--- config.mk ---
export PLATFORM = sky130hd
export DESIGN_NAME = tfct_cell
export DESIGN_NICKNAME = d
export VERILOG_FILES = /design/src/design/tfct_pkg.sv /design/src/design/tfct_cell.sv
export SDC_FILE = /design/constraint.sdc
export NUM_CORES = 1
export LEC_CHECK = 0
export BUFFER_PORTS_ARGS = -buffer_cell sky130_fd_sc_hd__buf_2
export CORE_AREA = 2 2 183 185
export CTS_BUF_LIST = sky130_fd_sc_hd__clkbuf_8
export DETAILED_ROUTE_END_ITERATION = 7
export DIE_AREA = 0 0 185 187
export PLACE_DENSITY = 0.66
export RECOVER_POWER = 100
export SLEW_MARGIN = 20
export SYNTH_ARGS = -nofsm -noshare
export SYNTH_HDL_FRONTEND = slang
export SYNTH_SLANG_ARGS = --single-unit
--- constraint.sdc ---
create_clock -name clk -period 6.6 [get_ports clk]
set_input_delay 1.32 -clock clk [delete_from_list [all_inputs] [get_ports clk]]
set_output_delay 1.32 -clock clk [all_outputs]
set_load 0.005 [all_outputs]
--- src/design/tfct_pkg.sv ---
// Shared types and constants for the timed frame cache table.
package tfct_pkg;

  localparam int START_W = 40;
  localparam int END_W   = 41;
  localparam int SIZE_W  = 27;
  localparam int TOL_W   = 16;
  localparam int SUM_W   = 28;
  localparam int EVC_W   = 4;
  localparam int CFG_W   = 27;

  // register indexes on the write port
  localparam logic REG_BYTE_LIMIT = 1'b0;
  localparam logic REG_CUE_TOL    = 1'b1;

  localparam logic [SIZE_W-1:0] BYTE_LIMIT_RST = 27'd16777216;
  localparam logic [TOL_W-1:0]  CUE_TOL_RST    = 16'd500;

  // one stored frame descriptor
  typedef struct packed {
    logic        [START_W-1:0] begin_ms;
    logic signed [END_W-1:0]   end_ms;
    logic        [SIZE_W-1:0]  size;
  } entry_t;

  // per-cell control for one cycle
  typedef struct packed {
    logic shift;  // take the neighbor's entry
    logic load;   // take the new entry
    logic eval;   // latch the lookup match flag
  } cell_ctrl_t;

  // lookup request seen by every cell
  typedef struct packed {
    logic [START_W-1:0] query;
    logic [START_W-1:0] cue;
    logic [END_W-1:0]   cue_hi;  // cue + tolerance
    logic [TOL_W-1:0]   tol;
    logic               filter;  // cue start not negative
  } lookup_t;

  typedef enum logic [2:0] {
    ST_IDLE,
    ST_REMOVE,
    ST_APPEND,
    ST_EVICT,
    ST_EVAL,
    ST_SELECT,
    ST_CLIP,
    ST_DONE
  } state_t;

endpackage

--- src/design/tfct_cell.sv ---
// One slot of the ordered descriptor chain with its local lookup match logic.
module tfct_cell
  import tfct_pkg::*;
(
  input  logic       clk,
  input  cell_ctrl_t ctrl,
  input  entry_t     nbr,
  input  entry_t     fresh,
  input  lookup_t    lk,
  output entry_t     ent,
  output logic       start_eq,
  output logic       flag
);

  logic              far;
  logic              active;
  logic [END_W-1:0]  start_x;
  logic [END_W-1:0]  start_tol;

  assign start_eq  = (ent.begin_ms == fresh.begin_ms);
  assign start_x   = {1'b0, ent.begin_ms};
  assign start_tol = start_x + {{(END_W-TOL_W){1'b0}}, lk.tol};

  // distance to cue start above tolerance, in either direction
  assign far = (start_x > lk.cue_hi) || ({1'b0, lk.cue} > start_tol);

  assign active = (ent.begin_ms <= lk.query) &&
                  ($signed({1'b0, lk.query}) < ent.end_ms);

  always_ff @(posedge clk) begin
    if (ctrl.shift) begin
      ent <= nbr;
    end else if (ctrl.load) begin
      ent <= fresh;
    end
    if (ctrl.eval) begin
      flag <= active && (!lk.filter || !far);
    end
  end

endmodule

==> results.py, run 1 <==
metrics = {
    "clock_network": {
        "numCtsBuffers": 9,
        "h-tree-depth": 3,
        "insertion_delay_ns": 0.41,
        "cts_setup_buffers": 0,
        "cts-resized-gates": 0,
        "cts_tree": "done",
        "clk_path_buf_depth": 2,
        "clk_pin_slew_worst_paths_ns": 0.11,
        "cts-root-buf": "clkbuf_8",
        "hold_buffers": 0,
        "clock-sinks": 109,
    },
    "worst_setup_path": {
        "critPathLaunchType": "primary input",
        "critPathArrivalTime_ns": 5.88,
        "worstSetupEndpointType": "flip-flop",
        "crit_path_cell_trace": "buf_2 -> ha_1 -> fa_1 -> a211oi_1 -> o21ai_0 -> nand4_1 -> nand2_1 -> a41oi_1 -> nor2b_1 -> xnor2_1 -> ha_1 -> nand3_1 -> nor4_1 -> nand4_1 -> a221oi_1 -> nor3_1 -> a21oi_1 -> o21ai_0 -> and4bb_1",
        "critPathKind": "in -> reg",
        "critical_path_required_ns": 6.77,
        "crit_fanout": 7,
        "r2r_setup_slack_ns": 1.36,
        "r2r_cells": 18,
        "max_stage_delay_ns": 0.60,
        "cpMaxStageDelayCell": "a41oi_1",
    },
    "run": {
        "maxCapViolations": 3,
    },
    "synthesis": {
        "synth.distinct_cells": 52,
        "synth-simple-area-share": 0.104,
        "synthAdderAreaFrac": 0.220,
        "avgSynthCellArea_um2": 10.2,
        "synthFlopType": "edfxtp_1",
        "yosysSeqAreaShare": 0.326,
        "synth-compound-area-share": 0.110,
        "yosys_warnings": 0,
        "syn_area_um2": 10000,
        "muxShareOfSynthArea": 0.121,
        "synthCells": 987,
        "yosys_register_bits": 109,
        "synthXorXnorAreaFrac": 0.0655,
        "syn_nets": 1521,
        "synth_top_family_by_area": "adder cells",
        "synth_edf_count": 109,
        "async_reset_ff_frac": 0,
    },
    "detailed_routing": {
        "drcViolationCount": 0,
        "drt_iter0_drc": 484,
        "wl_per_cell_um": 20.3,
        "wl_um": 38800,
        "num_vias": 9389,
        "first_pass_iters": 5,
        "vias_per_cell": 4.91,
        "final_antenna_net_count": 0,
    },
    "timing": {
        "setup_viol": 0,
        "hold_violations": 0,
        "finClkSkew_ns": 0.00973,
        "fin_tns_setup_ns": 0,
        "rsz0062_at_grt": "no",
        "slew_headroom": -0.941,
        "post-route-min-period_ns": 5.71,
        "maxSlewViolCount": 168,
        "max_freq_mhz": 175,
        "finalCritPeriodShare": 0.866,
        "worst_pin_slew_ns": 2.91,
    },
    "global_routing": {
        "grt_max_degree": 60,
        "antenna_found_initial": 7,
        "grt_overflow_total": 0,
        "grt_usage": 0.221,
        "first_global_vias": 9956,
        "grt_pass1_wl_um": 56500,
    },
    "worst_hold_path": {
        "min_delay_path_depth": 1,
        "hold_path_class": "in -> reg",
    },
    "final_layout": {
        "synthToLayoutAreaGrowth_pct": 29.7,
        "design_area_um2": 13000,
        "final_net_count": 1988,
        "num-fill-cells": 3380,
        "drive_above_1_share": 0.312,
    },
    "power_and_ir_drop": {
        "power_density_nw_per_um2": 174,
        "p_leak_nw": 6.32,
        "peakVddDrop_uv": 119,
    },
    "floorplanning": {
        "core_area_um2": 32900,
        "die_h_um": 187,
        "dieArea_um2": 34600,
        "die_x_um": 185,
        "initial_utilization": 0.305,
        "rows": 67,
        "io_pins": 468,
    },
    "placed_design": {
        "place_congestion": 0.908,
        "place_area_um2": 12900,
        "port_buffers": 467,
        "dp_hpwl_um": 33300,
    },
    "run_status": {
        "status": "finished, violations left",
        "failed_checks": "max-capacitance violations, max-slew violations",
    },
}
## Yosys cell counts (3+ instances only)
cell | instances | area [um2]
nand4_1 | 35 | 219
nand2b_1 | 4 | 25.0
a2111oi_0 | 4 | 35.0
nand3_1 | 27 | 135
mux2_2 | 44 | 495
o21ai_1 | 16 | 80.1
mux2_1 | 64 | 721
o22ai_1 | 3 | 18.8
nor3_1 | 4 | 20.0
nor2_1 | 40 | 150
edfxtp_1 | 109 | 3270
ha_1 | 175 | 2190
xnor2_1 | 24 | 210
a21o_1 | 21 | 158
a211oi_1 | 12 | 90.1
o21a_1 | 6 | 45.0
nand2_1 | 44 | 165
a21oi_1 | 63 | 315
nor2b_1 | 10 | 62.6
o21bai_1 | 6 | 45.0
xor2_1 | 51 | 447
a211o_1 | 3 | 26.3
and3_1 | 7 | 43.8
o211ai_1 | 6 | 45.0
inv_1 | 129 | 484
clkbuf_1 | 12 | 45.0
o21ai_0 | 24 | 120
and4_1 | 3 | 26.3
nor4_1 | 13 | 81.3
## through the flow
stage | power (W) | setup slack (ns) | instances | util | hold WS, ns
final | 0.00226 | 0.888 | 1912 | 0.396 | 1.12
after global routing | 0.00242 | 0.585 | 1910 | 0.396 | 1.10
after CTS | 0.00230 | 0.976 | 1907 | 0.399 | 1.08
after detailed placement | 0.00185 | 0.544 | 1891 | 0.393 | 1.18
after global placement | 0.00182 | 0.792 | 1891 | 0.393 | 1.18
after floorplan | 0.00143 | 1.39 | 987 | - | 0.910
## per-layer routing
layer,vias up,GRT usage,wire length [um]
met1,4423,0.256,15600
li1,4571,-,-
met3,56,0.0370,2090
met5,-,0,0
met2,339,0.404,19800
met4,0,0.0818,1270
## report_power, final
group          total [W]  switching (W)  internal [W]
Combinational   0.000853       0.000452      0.000401
Sequential      0.000966       0.000112      0.000854
Clock           0.000443       0.000265      0.000178
Total            0.00226       0.000829       0.00143
## sequential cells by signal (all words and copies together), names as in the netlist
register  count
flag          1
ent         108
## cell usage in the layout (no fill, tap or decap), drive strengths merged, types with 2 or more instances in the layout
| cell type | Yosys | routed |
|---|---|---|
| a31o | 2 | 2 |
| diode | 0 | 5 |
| nor2 | 40 | 40 |
| ha | 175 | 175 |
| a221oi | 2 | 2 |
| or4 | 3 | 3 |
| nand3 | 27 | 27 |
| o211ai | 6 | 6 |
| xor2 | 51 | 51 |
| xnor2 | 24 | 24 |
| edfxtp | 109 | 109 |
| mux2 | 108 | 108 |
| a21oi | 63 | 63 |
| o22ai | 3 | 3 |
| clkbuf | 12 | 81 |
| and4 | 3 | 3 |
| nor3 | 4 | 4 |
| a2111oi | 4 | 4 |
| nor4b | 2 | 2 |
| nor4 | 14 | 14 |
| nand2b | 4 | 4 |
| nand2 | 44 | 44 |
| o21bai | 6 | 6 |
| and3 | 7 | 7 |
| clkinvlp | 0 | 2 |
| nand4 | 35 | 35 |
| a211o | 3 | 3 |
| buf | 1 | 397 |
| o211a | 2 | 2 |
| o21ai | 40 | 40 |
| inv | 129 | 132 |
| o21a | 6 | 6 |
| a21o | 21 | 21 |
| a211oi | 12 | 12 |
| nor2b | 10 | 10 |
## worst max-delay path, delay by kind of cell
kind / cells / cell delay, ns
AO/OA/AOI/OAI: 6 / 1.72
AND/OR/NAND/NOR: 8 / 1.61
adder cells (fa/ha/maj): 3 / 0.95
XOR/XNOR: 1 / 0.16
buffers and inverters: 1 / 0.10
## worst paths after layout
| check | to | startpoint |
|---|---|---|
| setup reg to reg | flag | ent[68] |
| setup / recovery | flag | lk[1] |
| hold / removal | flag | ctrl[0] |
| hold reg to reg | flag | ent[67] |
## cell type report
type,count,area (um2),share of cell area
multi-input combinational,736,6230,0.479
clock inverter,7,73.8,0.00567
inverter,129,484,0.0372
timing repair buffer,469,2260,0.174
clock buffer,9,124,0.00952
antenna,5,12.5,0.000961
sequential,109,3270,0.251
tap,448,561,0.0431
## cell families (layout without fill, tap and decap cells)
family,count (synthesis),after routing
mux,108,108
fa+ha+maj,176,176
flops,109,109
xor+xnor,75,75
simple gates,199,199
compound gates,178,178
other cells,0,5
buf+inv,142,614
Note: power is estimated with default switching activity, not from simulation.
==> run 2: changes to the inputs <==
==> constraint.sdc (replaced) <==
create_clock -name clk -period 5.43 [get_ports clk]
set_input_delay 1.086 -clock clk [delete_from_list [all_inputs] [get_ports clk]]
set_output_delay 1.086 -clock clk [all_outputs]
set_load 0.005 [all_outputs]
==> run 2 against run 1 <==
The flow still finishes with violations (max-capacitance violations, max-slew violations). Worst hold slack lost 0.25 ns. Critical path type unchanged. Clock power grew 26%. Clock-buffer cell count is the same. Routed wire length grew 0.32%. Final cell count grew 0.16%. Cell area grew 0.33%. Via count shrank 0.62%. Critical path depth grew 1. Sequential power grew 21%. Largest cell class unchanged. Combinational power grew 22%.
==> results.py, run 2 (same netlist as run 1, synthesis figures left out) <==
metrics = {
    "final_layout": {
        "num-fill-cells": 3370,
        "top_regs": "ent (108), flag (1)",
        "design_area_um2": 13100,
        "largest_register_ffs": 108,
        "drive_above_1_share": 0.318,
        "top_register": "ent",
        "layout_common_cells": "402 x buf_2, 175 x ha_1, 130 x inv_1, 109 x edfxtp_1, 68 x mux2_1",
        "final_net_count": 1993,
        "synthToLayoutAreaGrowth_pct": 30.2,
        "final_common_cell": "buf_2",
        "final_util": 0.397,
    },
    "global_routing": {
        "first_global_vias": 9752,
        "grt_usage": 0.219,
        "antenna_found_initial": 8,
        "grt_pass1_wl_um": 56000,
        "grt_overflow_total": 0,
        "grt_max_degree": 49,
    },
    "detailed_routing": {
        "wl_per_cell_um": 20.3,
        "final_antenna_net_count": 0,
        "wl_um": 38900,
        "drt_iter0_drc": 419,
        "vias_per_cell": 4.87,
        "num_vias": 9331,
        "first_pass_iters": 5,
        "drcViolationCount": 0,
    },
    "power_and_ir_drop": {
        "seqPwrFrac": 0.422,
        "peakVddDrop_uv": 111,
        "p_clk_frac": 0.202,
        "swShare": 0.368,
        "power_density_nw_per_um2": 212,
        "comb_power_share": 0.376,
        "p_leak_nw": 6.36,
        "p_sw_w": 0.00102,
        "p_int_w": 0.00175,
        "power.total_w": 0.00277,
    },
    "timing": {
        "rsz0062_at_grt": "no",
        "setup_viol": 0,
        "post-route-min-period_ns": 5.11,
        "fin_tns_setup_ns": 0,
        "hold_violations": 0,
        "worst_pin_slew_ns": 3.05,
        "timing.final.ws_setup_ns": 0.318,
        "finalCritPeriodShare": 0.942,
        "maxSlewViolCount": 49,
        "slew_headroom": -1.03,
        "max_freq_mhz": 196,
        "finClkSkew_ns": 0.0153,
    },
    "floorplanning": {
        "rows": 67,
        "initial_utilization": 0.305,
        "die_h_um": 187,
        "dieArea_um2": 34600,
        "die_x_um": 185,
        "io_pins": 468,
        "core_area_um2": 32900,
    },
    "placed_design": {
        "dp_hpwl_um": 33500,
        "place_congestion": 0.923,
        "preCtsSetupSlack_ns": -0.123,
        "place_area_um2": 12900,
        "port_buffers": 467,
    },
    "run_status": {
        "failed_checks": "max-capacitance violations, max-slew violations",
        "status": "finished, violations left",
    },
    "clock_network": {
        "insertion_delay_ns": 0.41,
        "clk_pin_slew_worst_paths_ns": 0.12,
        "h-tree-depth": 3,
        "cts_tree": "done",
        "clock-sinks": 109,
        "numCtsBuffers": 9,
        "cts_setup_buffers": 0,
        "clk_path_buf_depth": 2,
        "cts-root-buf": "clkbuf_8",
        "hold_buffers": 0,
    },
    "run": {
        "maxCapViolations": 1,
    },
    "worst_setup_path": {
        "critPathKind": "in -> reg",
        "critical_path_required_ns": 5.61,
        "worstSetupEndpointType": "flip-flop",
        "critPathArrivalTime_ns": 5.29,
        "critPathLaunchType": "primary input",
        "crit_fanout": 7,
    },
    "worst_hold_path": {
        "hold_path_class": "in -> reg",
    },
}
[run 2: changes by cell type in the layout (fill, tap and decap cells not counted), moves of 2 or more]
cell,before,now
clkinv_4,0,2
diode_2,5,3
buf_4,0,2
buf_2,396,402
clkbuf_1,70,67
clkinvlp_4,2,0
[run 2: per-layer routing]
metal	vias up	global-route usage	wire length (um)
met5	-	0	29
met4	4	0.0705	907
met3	51	0.0391	2070
met2	323	0.401	20000
met1	4372	0.255	15900
li1	4581	-	-
[run 2: power by group through the flow]
stage / sequential [W] / combinational [W] / clock (W)
after floorplan: 0.00114 / 0.000600 / 0
after global placement: 0.00119 / 0.00103 / 0
after detailed placement: 0.00119 / 0.00106 / 0
after CTS: 0.00117 / 0.00107 / 0.000575
after global routing: 0.00118 / 0.00118 / 0.000595
final: 0.00117 / 0.00104 / 0.000558
[run 2: through the flow]
step / std cells / hold slack [ns]
final: 1915 / 0.872
after global routing: 1914 / 0.853
after CTS: 1912 / 0.839
after detailed placement: 1896 / 1.21
after global placement: 1896 / 1.21
after floorplan: 987 / 0.910
[run 2: path summary, 6_finish.rpt]
path | cells after the start | slack, ns | from | end
setup / recovery | 20 | 0.32 | lk[1] | flag
hold / removal | 1 | 0.87 | ctrl[0] | flag
setup reg to reg | 19 | 0.57 | ent[68] | flag
hold reg to reg | 4 | 1.19 | ent[67] | flag
[run 2: final cells by class]
| class | instances | area (um2) | share of cell area |
|---|---|---|---|
| diodes | 3 | 7.51 | 0.000575 |
| clock buffers | 9 | 124 | 0.00949 |
| inverters | 129 | 484 | 0.0371 |
| flip-flops and latches | 109 | 3270 | 0.251 |
| well taps | 448 | 561 | 0.0429 |
| multi-input cells | 736 | 6230 | 0.477 |
| repair buffers | 474 | 2290 | 0.176 |
| clock inverters | 7 | 82.6 | 0.00632 |
[run 2: repair_timing]
item | CTS | global route
endpoints found under the setup margin | 0 | 1
endpoints found under the hold margin | 0 | 0
gates resized for setup | 0 | 1
[run 2: worst max-delay path, cell delays in order]
cell      delay, ns
buf_2          0.10
ha_1           0.21
fa_1           0.43
a211oi_1       0.40
o21ai_1        0.19
nand4_1        0.18
nand2_1        0.07
a41oi_1        0.22
buf_4          0.19
nor2b_1        0.06
xnor2_1        0.12
ha_1           0.31
nand3_1        0.13
nor4_1         0.54
nand4_1        0.21
a221oi_1       0.27
nor3_1         0.08
a21oi_1        0.15
o21ai_0        0.12
and4bb_1       0.21
